File: config.mk
export PLATFORM = sky130hd
export DESIGN_NAME = neighbor_beacon_table
export DESIGN_NICKNAME = d
export VERILOG_FILES = /design/src/design/nbt_pkg.sv /design/src/design/nbt_ram.sv /design/src/design/neighbor_beacon_table.sv
export SDC_FILE = /design/constraint.sdc
export NUM_CORES = 2
export LEC_CHECK = 0
export ABC_AREA = 1
export BUFFER_PORTS_ARGS = -buffer_cell sky130_fd_sc_hd__buf_2
export CORE_MARGIN = 2
export CORE_UTILIZATION = 35
export CTS_CLUSTER_DIAMETER = 120
export DETAILED_ROUTE_END_ITERATION = 7
export PLACE_DENSITY = 0.57
export REMOVE_ABC_BUFFERS = 1
export SYNTH_ARGS = -nofsm -noshare
export SYNTH_HDL_FRONTEND = slang
export SYNTH_SLANG_ARGS = --single-unit
File: constraint.sdc
create_clock -name i_clk -period 9.54 [get_ports i_clk]
set_input_delay 0.477 -clock i_clk [delete_from_list [all_inputs] [get_ports i_clk]]
set_output_delay 0.477 -clock i_clk [all_outputs]
set_load 0.005 [all_outputs]
File: src/design/nbt_pkg.sv
// ----------------------------------------------------------------------------
// nbt_pkg
// types, codes and helper functions shared by the neighbor beacon table
// ----------------------------------------------------------------------------
package nbt_pkg;

    localparam int CFG_IDX_W    = 3;
    localparam int CFG_DATA_W   = 32;
    localparam int RESULT_LIMIT = 16;
    localparam int SNAP_CNT_W   = $clog2(RESULT_LIMIT + 1);

    typedef enum logic [1:0] {
        CMD_UPDATE   = 2'd0,
        CMD_RELAY    = 2'd1,
        CMD_TIER     = 2'd2,
        CMD_SNAPSHOT = 2'd3
    } t_cmd;

    typedef enum logic [1:0] {
        ST_NEW     = 2'd0,
        ST_UPDATED = 2'd1,
        ST_SELF    = 2'd2,
        ST_OLD     = 2'd3
    } t_status;

    typedef enum logic [1:0] {
        TIER_LIVE  = 2'd0,
        TIER_STALE = 2'd1,
        TIER_GHOST = 2'd2,
        TIER_GONE  = 2'd3
    } t_tier;

    typedef enum logic [CFG_IDX_W-1:0] {
        CFG_SELF_ID = 3'd0,
        CFG_RESYNC  = 3'd1,
        CFG_STALE   = 3'd2,
        CFG_GHOST   = 3'd3,
        CFG_GONE    = 3'd4
    } t_cfg_idx;

    typedef enum logic [2:0] {
        S_IDLE,
        S_EXEC,
        S_SNAP_ADDR,
        S_SNAP_EVAL,
        S_SNAP_END
    } t_state;

    typedef struct packed {
        t_cmd        cmd;
        logic [7:0]  sender_id;
        logic        relayed_flag;
        logic [15:0] beacon_seq;
        logic [7:0]  initial_first;
        logic [7:0]  initial_second;
        logic [31:0] now_ms;
    } t_in;

    typedef struct packed {
        t_status     update_status;
        logic        relay_ok;
        t_tier       age_tier;
        logic        entry_valid;
        logic [7:0]  entry_id;
        logic [7:0]  entry_initial_first;
        logic [7:0]  entry_initial_second;
        logic [15:0] entry_seq;
        logic [31:0] entry_heard_ms;
        logic        entry_via_relay;
        logic        last_of_run;
    } t_out;

    // one table entry as held in the ram
    typedef struct packed {
        logic [15:0] initials;
        logic [15:0] stored_seq;
        logic [31:0] last_heard;
        logic        relayed;
        logic [15:0] relayed_seq;
    } t_entry;

    // 16-bit serial number compare: a newer than b
    function automatic logic seq_newer(input logic [15:0] a, input logic [15:0] b);
        logic [15:0] d;
        d = a - b;
        return (d != 16'd0) && !d[15];
    endfunction

    function automatic t_tier tier_of(input logic [31:0] age, input logic [31:0] stale,
                                      input logic [31:0] ghost, input logic [31:0] gone);
        t_tier t;
        if (age < stale) begin
            t = TIER_LIVE;
        end else if (age < ghost) begin
            t = TIER_STALE;
        end else if (age < gone) begin
            t = TIER_GHOST;
        end else begin
            t = TIER_GONE;
        end
        return t;
    endfunction

endpackage

File: src/design/nbt_ram.sv
// ----------------------------------------------------------------------------
// nbt_ram
// simple dual-port ram, one write and one registered read per cycle
// ----------------------------------------------------------------------------
module nbt_ram #(
    parameter int WIDTH = 8,
    parameter int DEPTH = 16
) (
    input  logic                                  i_clk,
    input  logic                                  i_we,
    input  logic [(DEPTH > 1 ? $clog2(DEPTH) : 1)-1:0] i_waddr,
    input  logic [WIDTH-1:0]                      i_wdata,
    input  logic [(DEPTH > 1 ? $clog2(DEPTH) : 1)-1:0] i_raddr,
    output logic [WIDTH-1:0]                      o_rdata
);

    logic [WIDTH-1:0] r_mem [DEPTH];
    logic [WIDTH-1:0] r_rdata;

    always_ff @(posedge i_clk) begin
        if (i_we) begin
            r_mem[i_waddr] <= i_wdata;
        end
        r_rdata <= r_mem[i_raddr];
    end

    assign o_rdata = r_rdata;

endmodule

File: src/design/neighbor_beacon_table.sv
// ----------------------------------------------------------------------------
// neighbor_beacon_table
// neighbor table indexed by sender id: beacon update, relay check, tier
// query and snapshot over entries held in one ram
// ----------------------------------------------------------------------------
// update, relay check and tier query: ram read on the accept, then modify and
//   write back in S_EXEC, which registers the result once the output is free
// snapshot: an address and an evaluate state per entry, one ram read at a time
// in-use and relay-memory valid bits sit in flops and clear at reset, so the
//   table is empty right after reset with no clearing pass; config registers
//   reset to their defaults
module neighbor_beacon_table #(
    parameter int MAX_UNITS = 16
) (
    input  logic                                i_clk,
    input  logic                                i_rst_n,
    input  logic                                i_cfg_we,
    input  logic [nbt_pkg::CFG_IDX_W-1:0]       i_cfg_addr,
    input  logic [nbt_pkg::CFG_DATA_W-1:0]      i_cfg_wdata,
    input  logic                                i_in_valid,
    output logic                                o_in_stall,
    input  nbt_pkg::t_in                        i_in,
    output logic                                o_out_valid,
    input  logic                                i_out_stall,
    output nbt_pkg::t_out                       o_out
);

    import nbt_pkg::*;

    localparam int AW = (MAX_UNITS > 1) ? $clog2(MAX_UNITS) : 1;
    localparam logic [7:0]    UNIT_CNT = 8'(MAX_UNITS);
    localparam logic [AW-1:0] LAST_IDX = AW'(MAX_UNITS - 1);
    localparam int EW = $bits(t_entry);

    t_state                r_state, n_state;
    logic [7:0]            r_cfg_self;
    logic [31:0]           r_cfg_resync, r_cfg_stale, r_cfg_ghost, r_cfg_gone;
    t_in                   r_item;
    logic [MAX_UNITS-1:0]  r_in_use, n_in_use;
    logic [MAX_UNITS-1:0]  r_any_rel, n_any_rel;
    logic [AW-1:0]         r_ptr, n_ptr;
    logic [SNAP_CNT_W-1:0] r_cnt, n_cnt;
    t_out                  r_pend, n_pend;
    logic                  r_pend_valid, n_pend_valid;
    t_out                  r_out, n_out;
    logic                  r_out_valid, n_out_valid;

    // fsm outputs
    logic          w_accept, w_commit, w_snap_adv, w_end_go;
    logic [AW-1:0] w_raddr;

    // ram
    t_entry        w_rd, w_wr;
    logic [EW-1:0] w_rdata;
    logic          w_we;

    // datapath
    logic [AW-1:0] w_idx;
    logic          w_in_range, w_is_self, w_used, w_anyrel;
    logic [31:0]   w_age;
    logic          w_resync, w_anyrel_eff, w_note_rel, w_reject, w_upd_ok;
    logic [15:0]   w_relseq_eff;
    logic          w_anyrel_new, w_rel_ok;
    t_entry        w_upd_word, w_rep_entry;
    logic [31:0]   w_rep_age;
    t_out          w_res;
    logic          w_slot_free;
    logic          w_snap_used, w_qualify, w_need_push;
    t_tier         w_snap_tier;
    t_out          w_snap_res;

    assign w_slot_free = !r_out_valid || !i_out_stall;

    nbt_ram #(
        .WIDTH (EW),
        .DEPTH (MAX_UNITS)
    ) u_ram (
        .i_clk   (i_clk),
        .i_we    (w_we),
        .i_waddr (w_idx),
        .i_wdata (w_wr),
        .i_raddr (w_raddr),
        .o_rdata (w_rdata)
    );

    assign w_rd = t_entry'(w_rdata);

    // next state
    always_comb begin
        n_state = r_state;
        unique case (r_state)
            S_IDLE: begin
                if (w_accept) begin
                    n_state = (i_in.cmd == CMD_SNAPSHOT) ? S_SNAP_ADDR : S_EXEC;
                end
            end
            S_EXEC: begin
                if (w_slot_free) begin
                    n_state = S_IDLE;
                end
            end
            S_SNAP_ADDR: begin
                n_state = S_SNAP_EVAL;
            end
            S_SNAP_EVAL: begin
                if (w_snap_adv) begin
                    if (r_ptr == LAST_IDX ||
                        (w_qualify && r_cnt == SNAP_CNT_W'(RESULT_LIMIT - 1))) begin
                        n_state = S_SNAP_END;
                    end else begin
                        n_state = S_SNAP_ADDR;
                    end
                end
            end
            S_SNAP_END: begin
                if (w_slot_free) begin
                    n_state = S_IDLE;
                end
            end
            default: n_state = S_IDLE;
        endcase
    end

    // fsm outputs
    always_comb begin
        o_in_stall = 1'b1;
        w_commit   = 1'b0;
        w_snap_adv = 1'b0;
        w_end_go   = 1'b0;
        w_raddr    = r_ptr;
        unique case (r_state)
            S_IDLE: begin
                o_in_stall = !i_rst_n;
                w_raddr    = i_in.sender_id[AW-1:0];
            end
            S_EXEC: begin
                w_commit = w_slot_free;
                w_raddr  = w_idx;
            end
            S_SNAP_ADDR: begin
                w_raddr = r_ptr;
            end
            S_SNAP_EVAL: begin
                w_snap_adv = !w_need_push || w_slot_free;
                w_raddr    = r_ptr;
            end
            S_SNAP_END: begin
                w_end_go = w_slot_free;
            end
            default: begin
                w_raddr = r_ptr;
            end
        endcase
    end

    assign w_accept = i_in_valid && !o_in_stall;

    // single-entry commands
    always_comb begin
        w_idx      = r_item.sender_id[AW-1:0];
        w_in_range = r_item.sender_id < UNIT_CNT;
        w_is_self  = r_item.sender_id == r_cfg_self;
        w_used     = w_in_range && r_in_use[w_idx];
        w_anyrel   = w_in_range && r_any_rel[w_idx];
        w_age      = r_item.now_ms - w_rd.last_heard;

        w_upd_ok     = w_in_range && !w_is_self;
        w_resync     = w_used && (w_age >= r_cfg_resync);
        w_anyrel_eff = w_anyrel && !w_resync;
        w_relseq_eff = w_resync ? 16'd0 : w_rd.relayed_seq;
        w_note_rel   = r_item.relayed_flag &&
                       (!w_anyrel_eff || seq_newer(r_item.beacon_seq, w_relseq_eff));
        w_reject     = w_used && !w_resync && !seq_newer(r_item.beacon_seq, w_rd.stored_seq);
        w_anyrel_new = w_note_rel || w_anyrel_eff;

        w_upd_word = w_rd;
        w_upd_word.relayed_seq = w_note_rel ? r_item.beacon_seq : w_relseq_eff;
        if (!w_reject) begin
            w_upd_word.initials   = {r_item.initial_first, r_item.initial_second};
            w_upd_word.stored_seq = r_item.beacon_seq;
            w_upd_word.last_heard = r_item.now_ms;
            w_upd_word.relayed    = r_item.relayed_flag;
        end

        w_rel_ok = !w_is_self && w_in_range && !r_item.relayed_flag &&
                   !(w_anyrel && !seq_newer(r_item.beacon_seq, w_rd.relayed_seq));

        // the update reports the entry as it stands after the write
        if (r_item.cmd == CMD_UPDATE && w_upd_ok && !w_reject) begin
            w_rep_entry = w_upd_word;
            w_rep_age   = 32'd0;
        end else begin
            w_rep_entry = w_rd;
            w_rep_age   = w_age;
        end

        w_res = '0;
        w_res.entry_id             = r_item.sender_id;
        w_res.entry_initial_first  = w_rep_entry.initials[15:8];
        w_res.entry_initial_second = w_rep_entry.initials[7:0];
        w_res.entry_seq            = w_rep_entry.stored_seq;
        w_res.entry_heard_ms       = w_rep_entry.last_heard;
        w_res.entry_via_relay      = w_rep_entry.relayed;
        w_res.age_tier = tier_of(w_rep_age, r_cfg_stale, r_cfg_ghost, r_cfg_gone);

        w_wr = w_rd;
        w_we = 1'b0;
        case (r_item.cmd)
            CMD_UPDATE: begin
                w_res.entry_valid = w_in_range && (w_used || w_upd_ok);
                if (w_is_self) begin
                    w_res.update_status = ST_SELF;
                end else if (!w_in_range || w_reject) begin
                    w_res.update_status = ST_OLD;
                end else if (!w_used) begin
                    w_res.update_status = ST_NEW;
                end else begin
                    w_res.update_status = ST_UPDATED;
                end
                w_wr = w_upd_word;
                w_we = w_commit && w_upd_ok;
            end
            CMD_RELAY: begin
                w_res.entry_valid = 1'b0;
                w_res.relay_ok    = w_rel_ok;
                w_wr.relayed_seq  = r_item.beacon_seq;
                w_we = w_commit && w_rel_ok;
            end
            default: begin
                w_res.entry_valid = w_used;
                if (!w_used) begin
                    w_res.age_tier = TIER_GONE;
                end
            end
        endcase
        if (!w_res.entry_valid) begin
            w_res.entry_id             = 8'd0;
            w_res.entry_initial_first  = 8'd0;
            w_res.entry_initial_second = 8'd0;
            w_res.entry_seq            = 16'd0;
            w_res.entry_heard_ms       = 32'd0;
            w_res.entry_via_relay      = 1'b0;
            if (r_item.cmd != CMD_TIER) begin
                w_res.age_tier = TIER_LIVE;
            end
        end
    end

    // snapshot walk
    always_comb begin
        w_snap_used = r_in_use[r_ptr];
        w_snap_tier = tier_of(r_item.now_ms - w_rd.last_heard,
                              r_cfg_stale, r_cfg_ghost, r_cfg_gone);
        w_qualify   = w_snap_used && (w_snap_tier != TIER_GONE);
        w_need_push = w_qualify && r_pend_valid;

        w_snap_res = '0;
        w_snap_res.age_tier             = w_snap_tier;
        w_snap_res.entry_valid          = 1'b1;
        w_snap_res.entry_id             = 8'(r_ptr);
        w_snap_res.entry_initial_first  = w_rd.initials[15:8];
        w_snap_res.entry_initial_second = w_rd.initials[7:0];
        w_snap_res.entry_seq            = w_rd.stored_seq;
        w_snap_res.entry_heard_ms       = w_rd.last_heard;
        w_snap_res.entry_via_relay      = w_rd.relayed;
    end

    // state updates
    always_comb begin
        n_in_use     = r_in_use;
        n_any_rel    = r_any_rel;
        n_ptr        = r_ptr;
        n_cnt        = r_cnt;
        n_pend       = r_pend;
        n_pend_valid = r_pend_valid;
        n_out        = r_out;
        n_out_valid  = r_out_valid && i_out_stall;

        if (w_accept) begin
            n_ptr        = '0;
            n_cnt        = '0;
            n_pend_valid = 1'b0;
        end

        if (w_commit) begin
            n_out       = w_res;
            n_out_valid = 1'b1;
            if (r_item.cmd == CMD_UPDATE && w_upd_ok) begin
                n_any_rel[w_idx] = w_anyrel_new;
                if (!w_reject) begin
                    n_in_use[w_idx] = 1'b1;
                end
            end
            if (r_item.cmd == CMD_RELAY && w_rel_ok) begin
                n_any_rel[w_idx] = 1'b1;
            end
        end

        if (w_snap_adv) begin
            n_ptr = r_ptr + AW'(1);
            if (w_qualify) begin
                // the held result is not the last one: push it out
                if (r_pend_valid) begin
                    n_out       = r_pend;
                    n_out_valid = 1'b1;
                end
                n_pend       = w_snap_res;
                n_pend_valid = 1'b1;
                n_cnt        = r_cnt + SNAP_CNT_W'(1);
            end
        end

        if (w_end_go) begin
            if (r_pend_valid) begin
                n_out = r_pend;
            end else begin
                n_out = '0;
            end
            n_out.last_of_run = 1'b1;
            n_out_valid       = 1'b1;
            n_pend_valid      = 1'b0;
        end
    end

    always_ff @(posedge i_clk) begin
        if (!i_rst_n) begin
            r_state      <= S_IDLE;
            r_cfg_self   <= 8'd0;
            r_cfg_resync <= 32'd60000;
            r_cfg_stale  <= 32'd10000;
            r_cfg_ghost  <= 32'd30000;
            r_cfg_gone   <= 32'd120000;
            r_in_use     <= '0;
            r_any_rel    <= '0;
            r_cnt        <= '0;
            r_pend_valid <= 1'b0;
            r_out_valid  <= 1'b0;
        end else begin
            r_state      <= n_state;
            r_in_use     <= n_in_use;
            r_any_rel    <= n_any_rel;
            r_cnt        <= n_cnt;
            r_pend_valid <= n_pend_valid;
            r_out_valid  <= n_out_valid;
            if (i_cfg_we) begin
                unique case (t_cfg_idx'(i_cfg_addr))
                    CFG_SELF_ID: r_cfg_self   <= i_cfg_wdata[7:0];
                    CFG_RESYNC:  r_cfg_resync <= i_cfg_wdata;
                    CFG_STALE:   r_cfg_stale  <= i_cfg_wdata;
                    CFG_GHOST:   r_cfg_ghost  <= i_cfg_wdata;
                    CFG_GONE:    r_cfg_gone   <= i_cfg_wdata;
                    default: begin
                    end
                endcase
            end
        end
    end

    always_ff @(posedge i_clk) begin
        if (w_accept) begin
            r_item <= i_in;
        end
        r_ptr  <= n_ptr;
        r_pend <= n_pend;
        r_out  <= n_out;
    end

    assign o_out_valid = r_out_valid;
    assign o_out       = r_out;

endmodule

==> After elaboration in Yosys (flattened, before gate mapping) <==
Memory sizes are Yosys's and may differ from the RTL's. A register that Yosys moved wholly into a read port is not among the register bits.
Cells that the tools add are included.
{ "totals": {"memories": 1, "output_inout_bits": 82, "register_bits": 408, "input_bits": 115, "ram_bits": 1296, "elab_cells": 214} }
{ "memory_table": {"columns": ["name", "depth", "width", "rd", "rd_ports_with_merged_regs", "write_ports", "line_no", "rtl"], "rows": [
  ["u_ram.r_mem", 16, 81, 1, 1, 1, "nbt_ram.sv:17", "logic [WIDTH-1:0] r_mem [DEPTH];"]
]} }
{ "op_classes": {"n_bitwise": 4, "reduce_logical": 68, "addsub": 6, "n_mux": 69, "n_lt_le_gt_ge": 11, "n_eq_ne": 18} }
{ "ops": {"columns": ["op", "n"], "rows": [
  ["80-bit 2-to-1 mux", 5],
  ["32-bit < comparator", 6],
  ["65-bit 2-to-1 mux", 2],
  ["81-bit 2-to-1 mux", 1],
  ["16-bit 2-to-1 mux", 5],
  ["77-bit 2-to-1 mux", 1],
  ["73-bit 2-to-1 mux", 1],
  ["16-bit nonzero test", 3],
  ["16-bit subtractor", 3],
  ["32-bit greater-or-equal comparator", 1],
  ["32-bit 2-to-1 mux", 1],
  ["16-bit bitwise OR", 2],
  ["16-bit one-hot mux with 2 select lines", 1],
  ["32-bit subtractor", 1],
  ["1-bit logical AND", 26],
  ["2-bit 2-to-1 mux", 12],
  ["1-bit 2-to-1 mux", 22],
  ["1-bit logical NOT", 17],
  ["16-bit bitwise mux", 1],
  ["5-bit 2-to-1 mux", 3],
  ["1-bit binary-select mux with 4-bit select", 3],
  ["3-bit by 2-bit equality test with 1-bit output (second input constant)", 4],
  ["3-bit 2-to-1 mux", 4],
  ["3-bit one-hot mux with 4 select lines", 1],
  ["26 further kinds", 50]
]} }

==> Depth between registers and ports, before layout <==
{ "logic_depth": {"ltp_word": 23, "ltp_mapped": 57, "ltp_nobuf": 56} }

==> Modules after synthesis <==
A second synthesis with hierarchy kept.
{ "hier_totals": {"hier_cells": 8816, "area_unflattened_um2": 84014.3} }
{ "by_module_without_submodules": {"columns": ["module", "area_per_inst_um2", "cells_each", "seq_area_each_um2", "instances"], "rows": [
  ["nbt_ram", 57342.5, 5319, 40538.9, 1],
  ["neighbor_beacon_table", 26671.8, 3497, 9669.3, 1]
]} }

==> Worst setup path before layout <==
OpenSTA, ideal clock, no wires.
{ "synth_path": {"path_kind": "register to register", "from": "register r_item[0] (netlist bit)", "to": "memory u_ram.r_mem[0][0] (netlist bit) (data pin)", "path_buffers": 1, "setup_ns": 0.352, "required_ns": 9.188, "slack_ns": 2.478, "arrival_time_ns": 6.709, "period_less_slack_ns": 7.062, "path_stages_with_launch": 58, "cell_sequence": "edfxtp_1 inv_1 ha_1 inv_1 fa_1 nand3_1 nand2_1 nand3_1 nand2_1 nand2_1 nand2_1 nand2_1 nand2_1 a21oi_1 inv_1 a21oi_2 inv_1 nand2_1 (+22 left out) nand2_1 nand2_1 nand2_1 nand2_1 nand3_1 nand2_1 a21oi_1 o21ai_1 xor2_1 nor4_1 nand2_1 nand2_1 nand2_1 nand2_2 buf_2 o21ai_1 o211ai_1 nand3_1"} }
{ "synth_via": {"elab_chain_cells": 11, "elab_cells_between_ends": 15, "cone_classes": "add/sub: 2; order compare: 1; mux: 3; reduce/logical: 9"} }
{ "synth_lines": {"columns": ["element", "line_no", "rtl"], "rows": [
  ["from (decl)", "neighbor_beacon_table.sv:38", "t_in r_item;"],
  ["from (signal assigned)", "neighbor_beacon_table.sv:361", "r_item <= i_in;"],
  ["32-bit subtractor (*)", "neighbor_beacon_table.sv:165", "w_age = r_item.now_ms - w_rd.last_heard;"],
  ["32-bit greater-or-equal comparator (*)", "neighbor_beacon_table.sv:168", "w_resync = w_used && (w_age >= r_cfg_resync);"],
  ["1-bit logical AND (*)", "neighbor_beacon_table.sv:168", null],
  ["16-bit 2-to-1 mux", "neighbor_beacon_table.sv:170", "w_relseq_eff = w_resync ? 16'd0 : w_rd.relayed_seq;"],
  ["16-bit subtractor", "nbt_pkg.sv:85", "d = a - b;"],
  ["16-bit nonzero test or 1-bit logical NOT (tied branches)", "nbt_pkg.sv:86", "return (d != 16'd0) && !d[15];"],
  ["1-bit logical AND", "nbt_pkg.sv:86", null],
  ["1-bit logical OR", "neighbor_beacon_table.sv:172", "(!w_anyrel_eff || seq_newer(r_item.beacon_seq, w_relseq_eff));"],
  ["1-bit logical AND", "neighbor_beacon_table.sv:171", "w_note_rel = r_item.relayed_flag &&"],
  ["16-bit 2-to-1 mux (*)", "neighbor_beacon_table.sv:177", "w_upd_word.relayed_seq = w_note_rel ? r_item.beacon_seq : w_relseq_eff;"],
  ["16-bit one-hot mux with 2 select lines (*)", "neighbor_beacon_table.sv:208", "case (r_item.cmd)"],
  ["via u_ram.i_wdata[0]", "nbt_ram.sv:12", "input logic [WIDTH-1:0] i_wdata,"],
  ["to (decl)", "nbt_ram.sv:17", null]
]} }
The timed path passes the listed nets; every way through them passes the cells marked *.

==> Worst setup path in the final report <==
{ "layout_path": {"from": "register r_item[0] (netlist bit)", "to": "memory u_ram.r_mem[5][10] (netlist bit) (data pin)"} }
The elaborated chain is that of the path after synthesis.

==> run metrics <==
share of post-route cells with drive strength above 1=under 10%; number of remaining DRC errors=0; CP dominant cell by count=nand2_1; WS Path Type=reg2reg; Post-synth EDFFs=1,446; post-route ant nets=0; post-route design area=between 90,000 and 100,000 um2; status=complete, no violations; Power Dens Cells=318 nW/um2; count leader, synth=edfxtp_1; first-pass GRT wire length=between 300,000 and 400,000 um; Row Count=between 150 and 200; crit path DAT=9.06 ns; dominant cell type by area after synthesis=edfxtp_1; Fmax=approximately 120 MHz; relative slew slack=between 20% and 30%; initial DRC count=~5,400; Worst Path Max Fanout=21; CP startpoint kind=flip-flop; TritonCTS clock tree=built; drt via density=about 5.2; largest net degree at the start of global routing=228; CTS sink cnt=around 1,800; fin nets=between 8,000 and 9,000; Hold Vio Cnt, Final=0; Hold WC Path Type=in2reg; WL/cell=about 22 um; FF-to-FF setup slack=slightly below 1 ns; yosys warns=0; Setup Buffers After CTS=0; simple-gate share of the synthesized area=about 7.4%; DP Cell Count=between 10,000 and 15,000; Crit path max-delay family=simple AND/OR/NAND/NOR gates; Post-Syn Instances=~7,400; Core ar.=227,000 um2; buffers plus inverters on the worst setup path=10; share of async-settable or async-resettable flops after synthesis=0%; clock skew=~0.067 ns; area post-placement=~84,000 um2; crit path from=r_item[0]$_DFFE_PP_; IO Pins=between 150 and 200; GR Util met3=under 10%; GPL Wtd Cong=0.883; Die Wd=482 um; All-Layer GR Usage=between 20% and 30%; # setup viols final=0; vias in the first global route=53,200; global routing usage on met2=~32%; reg2reg end=u_ram.r_mem[5][10]$_DFFE_PP_; post-synthesis compound-gate area fraction=15.5%; Finished Core Util=40.5%; Crit path largest cell delay=0.45 ns; mux cell area share after synthesis=between 2 and 2.5%; total leakage power=between 30 and 40 nW; met1 usage in global routing=29.3%; final cell count without fillers=roughly 11,000; adder-cell share of the synthesized area=under 10%; max-cap viol count=0; Post-DP HPWL=approximately 130,000 um; die area=~230,000 um2; Stages on worst setup path=54; TritonRoute pass-1 iters=7; #FFs+latches synth=roughly 1,800; synth cell count leaders=edfxtp_1 (1,446), o21ai_0 (1,173), nand2_1 (1,036), inv_1 (969), a21oi_1 (705); R2R Path Start=r_item[0]$_DFFE_PP_; die height=approximately 480 um; busiest grt layer=met2; actual slew at the worst max-slew pin=about 1.2 ns; FF-to-FF path depth=54; synth top area cells=edfxtp_1 (54%), dfxtp_1 (8.5%), o21ai_0 (7.3%); Initial Util=35.2%; clock latency on the worst-skew pair=between 0.8 and 0.9 ns; maximum VDD drop=0.000277 V; number of antenna violations at the first check in global routing=11; via count=between 50,000 and 60,000; post-synthesis cell type count=71; Mean Syn Cell Area=10.8 um2; H-tree levels=4; CP Capture Point=u_ram.r_mem[5][10]$_DFFE_PP_; main combinational cell family by area after synthesis=compound AO/OA/AOI/OAI gates; sequential area share after synthesis=between 60 and 70%; WL final=242,000 um; Period minus WS final=8.57 ns; Final period util=around 90%; CP Capture Type=flip-flop; grt total ovfl=0; CTS Buf Count=191; WP data required=10.03 ns; XOR/XNOR share of the synthesized area=0.778%; Root Buffer=clkbuf_16; ys flop type=edfxtp_1; Pins Over Slew Limit=0; clk buf depth=3; PortBufs=between 150 and 200; area grow syn2layout=15.1%; CP max stage cell=xor2_1; Post-Syn Area=around 80,000 um2; clock slew at reported path FFs=0.06 ns; top-area cell type share of the netlist area=between 50 and 60%
## final cells by class
type	instances	area [um2]
tap	3009	3760
antenna	4	10.0
inverter	980	3700
timing repair buffer	380	2880
sequential	1785	50200
fill	21800	135000
multi-input combinational	4273	24800
clock buffer	266	5350
clock inverter	94	1280
## cells in the final DEF (no fill, tap or decap), types with 8 or more instances in the layout
cell and n:
nor2_1 250, clkinv_2 30, o21bai_1 8, nand4_1 31, clkinv_1 20, dlygate4sd3_1 100, o211ai_1 58, o21ai_0 1173
a22oi_1 9, a21oi_1 704, nand2_1 1034, buf_2 195, o21ai_2 9, nor3_1 20, mux2i_1 178, edfxtp_1 1446
nor4_1 9, o21a_1 10, dfxtp_1 339, clkbuf_1 47, clkbuf_16 192, a211oi_1 19, inv_1 964, nand3_2 17
nor2_4 19, xor2_1 46, clkbuf_8 27, ha_1 294, bufinv_16 21, o221ai_1 171, o21ai_1 25, clkinv_16 9
buf_12 21, xnor2_1 25, nand3_1 68, buf_4 64
## routing by layer
layer / share of wire, % / wire length (um) / up-vias
li1: - / - / 26500
met3: 6.8 / 16400 / 323
met4: 2.5 / 6100 / 0
met5: 0 / 0 / -
met2: 45 / 110000 / 1889
met1: 45 / 110000 / 27700
## logic make-up (layout without fill, tap and decap cells)
| kind of cell | Yosys count | in the layout |
|---|---|---|
| AO/OA/AOI/OAI | 2245 | 2245 |
| XOR/XNOR | 71 | 71 |
| adder cells (fa/ha/maj) | 298 | 298 |
| other | 0 | 4 |
| AND/OR/NAND/NOR | 1481 | 1481 |
| buffers and inverters | 1369 | 1720 |
| multiplexers | 178 | 178 |
| flip-flops | 1785 | 1785 |
## worst register-to-register path: cells and delay by family, from the launching register on
kind | cells | cell delay (ns)
AOI/OAI and AO/OA | 14 | 2.40
buffers and inverters | 10 | 1.04
DFF | 1 | 0.40
and+or+nand+nor | 24 | 2.65
xor gates and xnor gates | 2 | 0.60
adders and majority gates | 4 | 1.15
## power by group
part | switching [mW] | internal [mW]
clock network | 3.23 | 4.53
logic | 7.98 | 3.71
registers | 0.275 | 9.56
## worst min path at each step
stage          cells past startpoint                       from                            to
2_1_floorplan                      0  u_ram.o_rdata[25]$_DFF_P_          r_pend[10]$_DFFE_PP_
3_3_place_gp                       0  u_ram.o_rdata[23]$_DFF_P_           r_pend[8]$_DFFE_PP_
3_5_place_dp                       0  u_ram.o_rdata[63]$_DFF_P_          r_pend[48]$_DFFE_PP_
4_1_cts                            3            i_cfg_wdata[22]   r_cfg_gone[22]$_SDFFE_PN0P_
5_1_grt                            3            i_cfg_wdata[17]   r_cfg_gone[17]$_SDFFE_PN0P_
6_report                           3            i_cfg_wdata[19]  r_cfg_stale[19]$_SDFFE_PN0P_
## timing repair
action / in CTS / in global routing
setup endpoints to repair: 0 / 256
hold buffers: 100 / 0
hold endpoints to repair: 151 / 0
resized for setup: 0 / 19
## registers in the layout, indices dropped and copies added, names as in the netlist, 71 cells and up
| name | cells |
|---|---|
| u_ram.o_rdata | 81 |
| r_item | 75 |
| r_pend | 71 |
| o_out | 80 |
| u_ram.r_mem | 1296 |
## stage by stage
stage	total power [mW]	TNS (ns)	hold WS [ns]	setup WS, ns
floorplan	18.4	-2957.02	0.408	-36.51
global placement	21.3	0	0.412	0.505
detailed placement	21.5	0	0.416	0.576
CTS	29.4	0	0.0102	0.606
global route	31.3	-0.133	0.0499	-0.0142
finish	29.3	0	0.0793	0.975
Note: power is estimated with default switching activity, not from simulation.
